$ cat config.mk
export PLATFORM = sky130hd
export DESIGN_NAME = ggc_front
export DESIGN_NICKNAME = d
export VERILOG_FILES = /design/src/ggc_pkg.sv /design/src/ggc_fifo.sv /design/src/ggc_front.sv
export SDC_FILE = /design/constraint.sdc
export NUM_CORES = 1
export LEC_CHECK = 0
export BUFFER_PORTS_ARGS = -buffer_cell sky130_fd_sc_hd__buf_2
export CAP_MARGIN = 20
export CORE_MARGIN = 10
export CORE_UTILIZATION = 55
export CTS_BUF_LIST = sky130_fd_sc_hd__clkbuf_16
export CTS_CLUSTER_DIAMETER = 200
export DETAILED_ROUTE_END_ITERATION = 7
export MAX_ROUTING_LAYER = met4
export PLACE_DENSITY = 0.85
export SLEW_MARGIN = 0
export SYNTH_ARGS = -nofsm -noshare
export SYNTH_HDL_FRONTEND = slang
export SYNTH_SLANG_ARGS = --single-unit
$ cat constraint.sdc
create_clock -name clk_i -period 5.1 [get_ports clk_i]
set_input_delay 0.255 -clock clk_i [delete_from_list [all_inputs] [get_ports clk_i]]
set_output_delay 0.255 -clock clk_i [all_outputs]
set_load 0.01 [all_outputs]
$ cat src/ggc_pkg.sv
// ----------------------------------------------------------------------------
// ggc_pkg
// Shared types and constants of the first-fit greedy graph coloring core.
// ----------------------------------------------------------------------------
package ggc_pkg;

  // default sizes, handed to the top level parameters
  localparam int unsigned MAX_VERTICES_DEF = 4096;
  localparam int unsigned COLOR_LIMIT_DEF  = 64;
  localparam int unsigned MAX_DEGREE_DEF   = 64;

  // fixed field widths
  localparam int unsigned VERTEX_W = 12;
  localparam int unsigned COLOR_W  = 6;
  localparam int unsigned COUNT_W  = 13;
  localparam int unsigned NODES_W  = 13;
  localparam int unsigned DSUM_W   = 19;

  localparam logic [COUNT_W-1:0] VCOUNT_RESET = 13'd4096;
  localparam logic [NODES_W-1:0] NODES_MAX    = 13'h1FFF;
  localparam logic [DSUM_W-1:0]  DSUM_MAX     = 19'h7FFFF;

  localparam int unsigned QUEUE_DEPTH = 4;
  localparam int unsigned OUT_DEPTH   = 4;

  typedef enum logic [1:0] {
    ACT_NEIGHBOR = 2'd0,
    ACT_SOLO     = 2'd1,
    ACT_CLEAR    = 2'd2
  } ggc_action_e;

  typedef enum logic {
    ST_RUN,
    ST_CLEAR
  } ggc_state_e;

  typedef struct packed {
    logic [1:0]          action;
    logic [VERTEX_W-1:0] vertex;
    logic [VERTEX_W-1:0] neighbor;
    logic                last;
  } ggc_in_t;

  typedef struct packed {
    logic [VERTEX_W-1:0] vertex_out;
    logic [COLOR_W-1:0]  color_out;
    logic                ran_out;
    logic [COLOR_W-1:0]  colors_used;
    logic [NODES_W-1:0]  nodes_in_color;
    logic [DSUM_W-1:0]   neighbors_in_color;
  } ggc_out_t;

  // classified item handed from the front to the back
  typedef struct packed {
    ggc_action_e         kind;
    logic                fin;
    logic                in_range;
    logic [VERTEX_W-1:0] vertex;
    logic [VERTEX_W-1:0] neighbor;
  } ggc_cmd_t;

  typedef struct packed {
    logic     valid;
    ggc_cmd_t cmd;
  } ggc_qhead_t;

  typedef struct packed {
    logic [NODES_W-1:0] nodes;
    logic [DSUM_W-1:0]  dsum;
  } ggc_stat_t;

endpackage

$ cat src/ggc_fifo.sv
// ----------------------------------------------------------------------------
// ggc_fifo
// Small register FIFO used for the command queue and the result buffer.
// ----------------------------------------------------------------------------
module ggc_fifo #(
  parameter int unsigned WIDTH = 8,
  parameter int unsigned DEPTH = 4,
  localparam int unsigned PW = (DEPTH > 1) ? $clog2(DEPTH) : 1,
  localparam int unsigned NW = $clog2(DEPTH + 1)
) (
  input  logic             clk_i,
  input  logic             rst_ni,
  input  logic             push_i,
  input  logic [WIDTH-1:0] wdata_i,
  input  logic             pop_i,
  output logic [WIDTH-1:0] rdata_o,
  output logic             valid_o,
  output logic             full_o,
  output logic [NW-1:0]    count_o
);

  logic [WIDTH-1:0] mem_q [DEPTH];
  logic [PW-1:0]    wr_ptr_q, wr_ptr_d;
  logic [PW-1:0]    rd_ptr_q, rd_ptr_d;
  logic [NW-1:0]    count_q, count_d;

  always_comb begin
    wr_ptr_d = wr_ptr_q;
    rd_ptr_d = rd_ptr_q;
    count_d  = count_q;
    if (push_i) begin
      wr_ptr_d = (wr_ptr_q == PW'(DEPTH - 1)) ? '0 : wr_ptr_q + PW'(1);
    end
    if (pop_i) begin
      rd_ptr_d = (rd_ptr_q == PW'(DEPTH - 1)) ? '0 : rd_ptr_q + PW'(1);
    end
    if (push_i && !pop_i) begin
      count_d = count_q + NW'(1);
    end else if (pop_i && !push_i) begin
      count_d = count_q - NW'(1);
    end
  end

  always_ff @(posedge clk_i or negedge rst_ni) begin
    if (!rst_ni) begin
      wr_ptr_q <= '0;
      rd_ptr_q <= '0;
      count_q  <= '0;
    end else begin
      wr_ptr_q <= wr_ptr_d;
      rd_ptr_q <= rd_ptr_d;
      count_q  <= count_d;
    end
  end

  always_ff @(posedge clk_i) begin
    if (push_i) begin
      mem_q[wr_ptr_q] <= wdata_i;
    end
  end

  assign rdata_o = mem_q[rd_ptr_q];
  assign valid_o = (count_q != '0);
  assign full_o  = (count_q == NW'(DEPTH));
  assign count_o = count_q;

endmodule

$ cat src/ggc_front.sv
// ----------------------------------------------------------------------------
// ggc_front
// Input side: holds vertex_count, classifies each item and queues it unless its action is unknown.
// ----------------------------------------------------------------------------
module ggc_front #(
  parameter int unsigned MAX_VERTICES = ggc_pkg::MAX_VERTICES_DEF
) (
  input  logic                           clk_i,
  input  logic                           rst_ni,
  input  logic                           in_valid_i,
  output logic                           in_stall_o,
  input  ggc_pkg::ggc_in_t               in_data_i,
  input  logic                           cfg_valid_i,
  output logic                           cfg_ready_o,
  input  logic [ggc_pkg::COUNT_W-1:0]    cfg_data_i,
  output ggc_pkg::ggc_qhead_t            head_o,
  input  logic                           pop_i
);

  logic [ggc_pkg::COUNT_W-1:0] vcount_q;
  ggc_pkg::ggc_cmd_t           cmd;
  ggc_pkg::ggc_cmd_t           head_cmd;
  logic                        keep;
  logic                        push;
  logic                        q_full;
  logic                        q_valid;

  assign cfg_ready_o = 1'b1;

  always_ff @(posedge clk_i or negedge rst_ni) begin
    if (!rst_ni) begin
      vcount_q <= ggc_pkg::VCOUNT_RESET;
    end else if (cfg_valid_i) begin
      vcount_q <= cfg_data_i;
    end
  end

  always_comb begin
    cmd.vertex   = in_data_i.vertex;
    cmd.neighbor = in_data_i.neighbor;
    cmd.in_range = ({1'b0, in_data_i.neighbor} < vcount_q)
                   && (32'(in_data_i.neighbor) < MAX_VERTICES);
    cmd.kind     = ggc_pkg::ACT_NEIGHBOR;
    cmd.fin      = 1'b0;
    keep         = 1'b1;
    case (in_data_i.action)
      ggc_pkg::ACT_NEIGHBOR: begin
        cmd.kind = ggc_pkg::ACT_NEIGHBOR;
        cmd.fin  = in_data_i.last;
      end
      ggc_pkg::ACT_SOLO: begin
        cmd.kind = ggc_pkg::ACT_SOLO;
        cmd.fin  = 1'b1;
      end
      ggc_pkg::ACT_CLEAR: begin
        cmd.kind = ggc_pkg::ACT_CLEAR;
      end
      default: begin
        // unknown action is dropped here
        keep = 1'b0;
      end
    endcase
  end

  assign in_stall_o = q_full;
  assign push       = in_valid_i && !in_stall_o && keep;

  ggc_fifo #(
    .WIDTH ($bits(ggc_pkg::ggc_cmd_t)),
    .DEPTH (ggc_pkg::QUEUE_DEPTH)
  ) u_queue (
    .clk_i   (clk_i),
    .rst_ni  (rst_ni),
    .push_i  (push),
    .wdata_i (cmd),
    .pop_i   (pop_i),
    .rdata_o (head_cmd),
    .valid_o (q_valid),
    .full_o  (q_full),
    .count_o ()
  );

  assign head_o.valid = q_valid;
  assign head_o.cmd   = head_cmd;

endmodule

==> results of run 1 <==
[layout by cell type (no fill, tap or decap), drive strengths merged, types with 2 or more instances in the layout]
cell type | Yosys | routed
edfxtp | 112 | 112
dfrtp | 19 | 19
a21oi | 3 | 3
mux4 | 28 | 28
nor2 | 7 | 7
inv | 15 | 18
clkbuf | 2 | 17
ha | 17 | 17
clkinv | 0 | 6
clkinvlp | 0 | 5
and2 | 4 | 4
a211oi | 2 | 2
mux2 | 7 | 7
a21o | 2 | 2
nor2b | 2 | 2
nand2 | 13 | 13
buf | 8 | 76
xor2 | 2 | 2
o21ai | 11 | 11
[worst max-delay path: stages (launching register included)]
cell     delay (ns)
dfrtp_2        0.67
buf_12         0.25
mux4_2         0.54
buf_2          0.16
[worst min path at each step]
stage / to / depth (start not counted) / start / slack (ns)
after CTS: vcount_q[10] / 3 / cfg_data_i[10] / 0.04
after global routing: u_queue.mem_q[0][22] / 1 / in_data_i[23] / 0.05
after global placement: u_queue.count_o[2] / 1 / rst_ni / 0.23
final: vcount_q[10] / 3 / cfg_data_i[10] / 0.05
after detailed placement: u_queue.rd_ptr_q[1] / 1 / rst_ni / 0.23
after floorplan: u_queue.count_o[0] / 0 / rst_ni / -0.04
[per-layer routing]
metal  vias up  GRT usage
met1      1345      0.171
li1       1218          -
met5         -          -
met3        10     0.0446
met2        70      0.234
met4         0     0.0634
[through the flow]
| step | util | hold WS, ns | cell area [sq um] | power, mW | std cells |
|---|---|---|---|---|---|
| 2_1_floorplan | - | -0.0406 | 5280 | 2.08 | 268 |
| 3_3_place_gp | 0.619 | 0.234 | 5750 | 2.33 | 462 |
| 5_1_grt | 0.681 | 0.0532 | 6320 | 3.61 | 496 |
| 3_5_place_dp | 0.619 | 0.232 | 5750 | 2.36 | 462 |
| 6_report | 0.681 | 0.0511 | 6320 | 3.43 | 496 |
| 4_1_cts | 0.678 | 0.0374 | 6300 | 3.46 | 495 |
[cells by family (layout without fill, tap and decap cells)]
kind of cell / after synthesis / in the layout / share of synthesized area
AOI/OAI and AO/OA: 21 / 21 / 0.0237
DFF: 132 / 132 / 0.732
adders and majority gates: 18 / 18 / 0.0441
and+or+nand+nor: 33 / 33 / 0.0341
other: 1 / 1 / 0.000710
xor gates and xnor gates: 3 / 3 / 0.00498
muxes: 35 / 35 / 0.136
buffers and inverters: 25 / 124 / 0.0246
[registers in the layout, summed over array words and instances (netlist names)]
register          flops
u_queue.mem_q       112
u_queue.count_o       3
u_queue.wr_ptr_q      2
vcount_q             13
u_queue.rd_ptr_q      2
[power by group]
part | internal [mW] | switching [mW] | leakage, nW | total, mW
Sequential | 1.37 | 0.110 | 1.26 | 1.48
Clock | 0.662 | 0.432 | 0.258 | 1.09
Combinational | 0.436 | 0.420 | 0.855 | 0.856
[cell type report]
class | instances | area (sq um) | area share
Tap cell | 129 | 161 | 0.0255
Clock buffer | 17 | 425 | 0.0673
Inverter | 15 | 56.3 | 0.00891
Clock inverter | 15 | 116 | 0.0184
Multi-Input combinational cell | 111 | 1280 | 0.203
Timing Repair Buffer | 77 | 408 | 0.0646
Sequential cell | 132 | 3870 | 0.612
[timing repair]
item	in CTS	in global routing
hold endpoints to repair	19	0
hold buffers	1	0
resized for setup	0	0
setup endpoints to repair	0	0
==> key figures, run 1 <==
GRT
  • Overflow after GRT: 0
  • Vias in the first global route: 2890
  • GRT Total Usage: 0.147
  • First-pass GRT wire length: 15.5 mm
  • Initial antenna violation count: 0
  • Largest net degree at the start of global routing: 32

STA
  • Fin crit period: 2.29 ns
  • Unrepaired setup endpoints after global routing: no
  • Least-Margin Pin Slew: 0.788 ns
  • Worst Skew: 0.00944 ns
  • Setup tns final: 0 ns
  • Max_slew headroom: 0.475
  • Worst setup slack after layout: 2.81 ns
  • Slew Limit Fails: 0
  • F_max: 437 MHz
  • # setup viols final: 0
  • Final worst-path cycle share: 0.449
  • Final hold viol count: 0

Critical path
  • Worst Path Arrival: 2.03 ns
  • Worst Path Max Fanout: 17
  • Critical path class: reg -> out
  • Worst Setup SP: u_queue.rd_ptr_q[0]
  • Critical Path RT: 4.85 ns
  • Setup crit end: head_o[3]
  • RR Endpoint: u_queue.count_o[2]
  • Crit. End Element: output port
  • Number of cells on the worst reg-to-reg path: 8
  • CP startpoint kind: flip-flop
  • R2R Path Start: u_queue.count_o[2]
  • R2R Setup Slk: 3.15 ns

Synth
  • Yosys reg bits: 132
  • Net Count, Synth: 331
  • Most frequent cell after synthesis: edfxtp_1
  • Syn Area/Cell: 19.7 sq um
  • Synth top area cells: edfxtp_1 64%, mux4_2 12%, dfrtp_1 9.0%
  • Sequential element share of the synthesized area: 0.732
  • Commonest cells in the netlist: 112 x edfxtp_1, 28 x mux4_2, 19 x dfrtp_1
  • Post-Syn Area: 0.00528 sq mm
  • Async S/R FF share, synth: 0.152
  • Ys flop type: edfxtp_1
  • Synth warn: 0
  • Post-synth EDFFs: 112
  • Synth cell types: 35
  • Area leader, netlist: edfxtp_1
  • Mapped Cells: 268
  • Area fraction of the dominant cell type after synthesis: 0.637

Die
  • Chip height: 118 um
  • Die X: 118 um
  • Initial Utilization: 0.569
  • Full die area: 0.0139 sq mm
  • Core area: 0.00928 sq mm
  • Io pins: 76
  • Num rows: 35

Pwr
  • PD cells: 543 mW/mm^2
  • Peak supply drop: 319 uV
  • Pleak: 2.37 nW

Clocking
  • Clk slew on worst S/H paths: 0.06 ns
  • Sink Count: 132
  • Worst-skew pair later-pin latency: 0.41 ns
  • Clock Tree Buf Depth: 2
  • # H-tree levels: 4
  • Root buf cell: clkbuf_16
  • CTS tree: done
  • Post-CTS Setup Bufs: 0
  • CTS Buf Count: 17

Routing
  • Via Count: 2643
  • First DRT Iteration DRCs: 140
  • DR WL met3: 369 um
  • WL met2: 4.84 mm
  • Met1 wire length: 4.21 mm
  • Top Metal Used: met4
  • Detailed-route wire length per cell: 19.2 um
  • Vias per cell: 5.33
  • Pre-Repair DR Iteration Count: 4
  • WL final: 9.52 mm
  • Post-route ant nets: 0
  • DR DRC count: 0

Placed design
  • Routability Congestion: 0.750
  • Port Buffers: 74
  • Place WS: 2.97 ns
  • HPWL after DPL: 5.92 mm

Layout
  • Diodes inserted: 0
  • Fill cells: 637
  • Nets: 417
  • Layout cells sized above 1: 0.409
  • Area growth from synthesis to layout: 19.7%

Run status
  • Status: completed

Run
  • Max_cap viols: 0

Hold path
  • Min-Delay Path Class: in -> reg
Note: power is estimated with default switching activity, not from simulation.
==> inputs of run 2 (changes only) <==
--- a/config.mk
+++ b/config.mk
@@ -8,12 +8,12 @@
 export BUFFER_PORTS_ARGS = -buffer_cell sky130_fd_sc_hd__buf_2
 export CAP_MARGIN = 20
 export CORE_MARGIN = 10
-export CORE_UTILIZATION = 55
+export CORE_UTILIZATION = 51
 export CTS_BUF_LIST = sky130_fd_sc_hd__clkbuf_16
 export CTS_CLUSTER_DIAMETER = 200
 export DETAILED_ROUTE_END_ITERATION = 7
 export MAX_ROUTING_LAYER = met4
-export PLACE_DENSITY = 0.85
+export PLACE_DENSITY = 0.83
 export SLEW_MARGIN = 0
 export SYNTH_ARGS = -nofsm -noshare
 export SYNTH_HDL_FRONTEND = slang
==> constraint.sdc (replaced) <==
create_clock -name clk_i -period 2 [get_ports clk_i]
set_input_delay 0.1 -clock clk_i [delete_from_list [all_inputs] [get_ports clk_i]]
set_output_delay 0.1 -clock clk_i [all_outputs]
set_load 0.01 [all_outputs]
==> key figures, run 2 (same netlist as run 1, synthesis figures left out) <==
Layout
  • Most frequent cells in the layout: 112 x edfxtp_1, 74 x buf_2, 39 x dlygate4sd3_1, 28 x mux4_2 (was 112 x edfxtp_1, 74 x buf_2, 28 x mux4_2, 18 x dfrtp_1)
  • Multi-input logic area: 0.00129 sq mm (was 0.00128 sq mm)
  • Top reg by flops: u_queue.mem_q (unchanged)
  • Fill cells: 709 (was 637)
  • Area growth from synthesis to layout: 28.9% (was 19.7%)
  • Diodes inserted: 0 (unchanged)
  • FF+latch area: 0.00387 sq mm (unchanged)
  • Commonest non-fill, non-tap cell in the layout: edfxtp_1 (unchanged)
  • Max FFs per register: 112 (unchanged)
  • Layout Cells excl Fill: 551 (was 496)
  • Nets: 465 (was 417)
  • Layout cells sized above 1: 0.386 (was 0.409)

Critical path
  • Worst Path Max Fanout: 31 (was 17)
  • Worst Path Arrival: 1.79 ns (was 2.03 ns)
  • Critical path class: reg -> out (unchanged)
  • Critical Path RT: 1.90 ns (was 4.85 ns)
  • Worst Setup SP: u_queue.rd_ptr_q[0] (unchanged)
  • R2R Setup Slk: 0.15 ns (was 3.15 ns)
  • R2R Path Start: u_queue.count_o[1] (was u_queue.count_o[2])
  • CP startpoint kind: flip-flop (unchanged)
  • Crit. End Element: output port (unchanged)

GRT
  • GRT Total Usage: 0.151 (was 0.147)
  • Vias in the first global route: 3138 (was 2890)
  • Largest net degree at the start of global routing: 32 (unchanged)
  • Overflow after GRT: 0 (unchanged)
  • First-pass GRT wire length: 16.4 mm (was 15.5 mm)
  • Initial antenna violation count: 0 (unchanged)

STA
  • # setup viols final: 0 (unchanged)
  • Final worst-path cycle share: 0.944
  • Unrepaired setup endpoints after global routing: no (unchanged)
  • Worst setup slack after layout: 0.112 ns (was 2.81 ns)
  • Setup tns final: 0 ns (unchanged)
  • Fin crit period: 1.89 ns
  • F_max: 530 MHz
  • WHS: 0.0655 ns (was 0.0511 ns)
  • Slew Limit Fails: 0 (unchanged)
  • Final hold viol count: 0 (unchanged)
  • Worst Skew: 0.00684 ns (was 0.00944 ns)

Die
  • Core area: 0.0102 sq mm (was 0.00928 sq mm)
  • Initial Utilization: 0.518 (was 0.569)
  • Chip height: 122 um (was 118 um)
  • Full die area: 0.0148 sq mm (was 0.0139 sq mm)
  • Io pins: 76 (unchanged)
  • Die X: 122 um (was 118 um)
  • Num rows: 37 (was 35)

Pwr
  • Peak supply drop: 624 uV (was 319 uV)
  • Register share of total power: 0.406 (was 0.431)
  • PD cells: 1320 mW/mm^2 (was 543 mW/mm^2)
  • Int Power: 6.52 mW (was 2.47 mW)
  • Switching share of total power: 0.275 (was 0.281)
  • Gate power share: 0.277 (was 0.250)
  • Sw power: 2.47 mW (was 0.963 mW)
  • Clk pwr share: 0.317 (was 0.319)
  • Pleak: 2.61 nW (was 2.37 nW)

Routing
  • Post-route ant nets: 0 (unchanged)
  • Detailed-route wire length per cell: 18.3 um (was 19.2 um)
  • Pre-Repair DR Iteration Count: 4 (unchanged)
  • First DRT Iteration DRCs: 154 (was 140)
  • Via Count: 2849 (was 2643)
  • Vias per cell: 5.17 (was 5.33)
  • DR DRC count: 0 (unchanged)
  • WL final: 10.1 mm (was 9.52 mm)

Clocking
  • Worst-skew pair later-pin latency: 0.41 ns (about the same)
  • # H-tree levels: 4 (unchanged)
  • Clock Tree Buf Depth: 2 (unchanged)
  • Sink Count: 132 (unchanged)
  • CTS tree: done (unchanged)
  • Root buf cell: clkbuf_16 (unchanged)
  • Clk slew on worst S/H paths: 0.05 ns (was 0.06 ns)
  • CTS Buf Count: 17 (unchanged)

Placed design
  • HPWL after DPL: 6.54 mm (was 5.92 mm)
  • Place WS: 0.0799 ns (was 2.97 ns)
  • Routability Congestion: 0.779 (was 0.750)
  • Post-Place Cells: 478 (was 462)
  • Port Buffers: 74 (unchanged)

Hold path
  • HP Start: in_data_i[26] (was cfg_data_i[10])
  • Min-Delay Path Class: in -> reg (unchanged)

Run
  • Max_cap viols: 0 (unchanged)

Run status
  • Status: completed (unchanged)
[run 2: worst paths after layout]
path,endpoint,cells past startpoint
min in group asynchronous,vcount_q[9],2
max reg2reg,u_queue.count_o[1],6
min reg2reg,u_queue.count_o[2],1
min,u_queue.mem_q[0][25],2
max in group asynchronous,u_queue.rd_ptr_q[0],2
max,head_o[0],3
[run 2: final cells by class]
class	instances	area share
sequential	132	0.568
multi-input combinational	111	0.189
timing repair buffer	125	0.129
clock buffer	17	0.0625
tap	136	0.0250
clock inverter	15	0.0184
inverter	15	0.00827
[run 2: timing repair]
item                                    in CTS  in global routing
endpoints found under the setup margin       0                  1
hold buffers                                39                  0
endpoints found under the hold margin      131                  0
buffers inserted                             0                  2
gates resized for setup                      0                  1
[run 2: routing by layer]
| layer | wire length [um] | global-route usage |
|---|---|---|
| met1 | 4200 | 0.175 |
| met4 | 167 | 0.0633 |
| met3 | 506 | 0.0486 |
| met5 | 0 | - |
| met2 | 5190 | 0.238 |
[run 2: power groups by stage]
stage	clock network, mW	registers [mW]	logic (mW)
after floorplan	0	3.66	1.63
after global placement	0	3.67	2.44
after detailed placement	0	3.71	2.47
after CTS	2.89	3.65	2.55
after global routing	3.01	3.69	2.74
final	2.85	3.65	2.49
[run 2: critical path, cell delays in order (launching register included)]
cell and delay [ns]:
dfrtp_2 0.38, buf_12 0.26, mux4_2 0.57, buf_2 0.16
[run 2: metrics by stage]
stage	cell area (sq um)	util	power, mW
2_1_floorplan	5280	-	5.29
3_3_place_gp	5850	0.574	6.10
3_5_place_dp	5850	0.574	6.18
4_1_cts	6790	0.667	9.09
5_1_grt	6810	0.668	9.44
6_report	6810	0.668	8.99
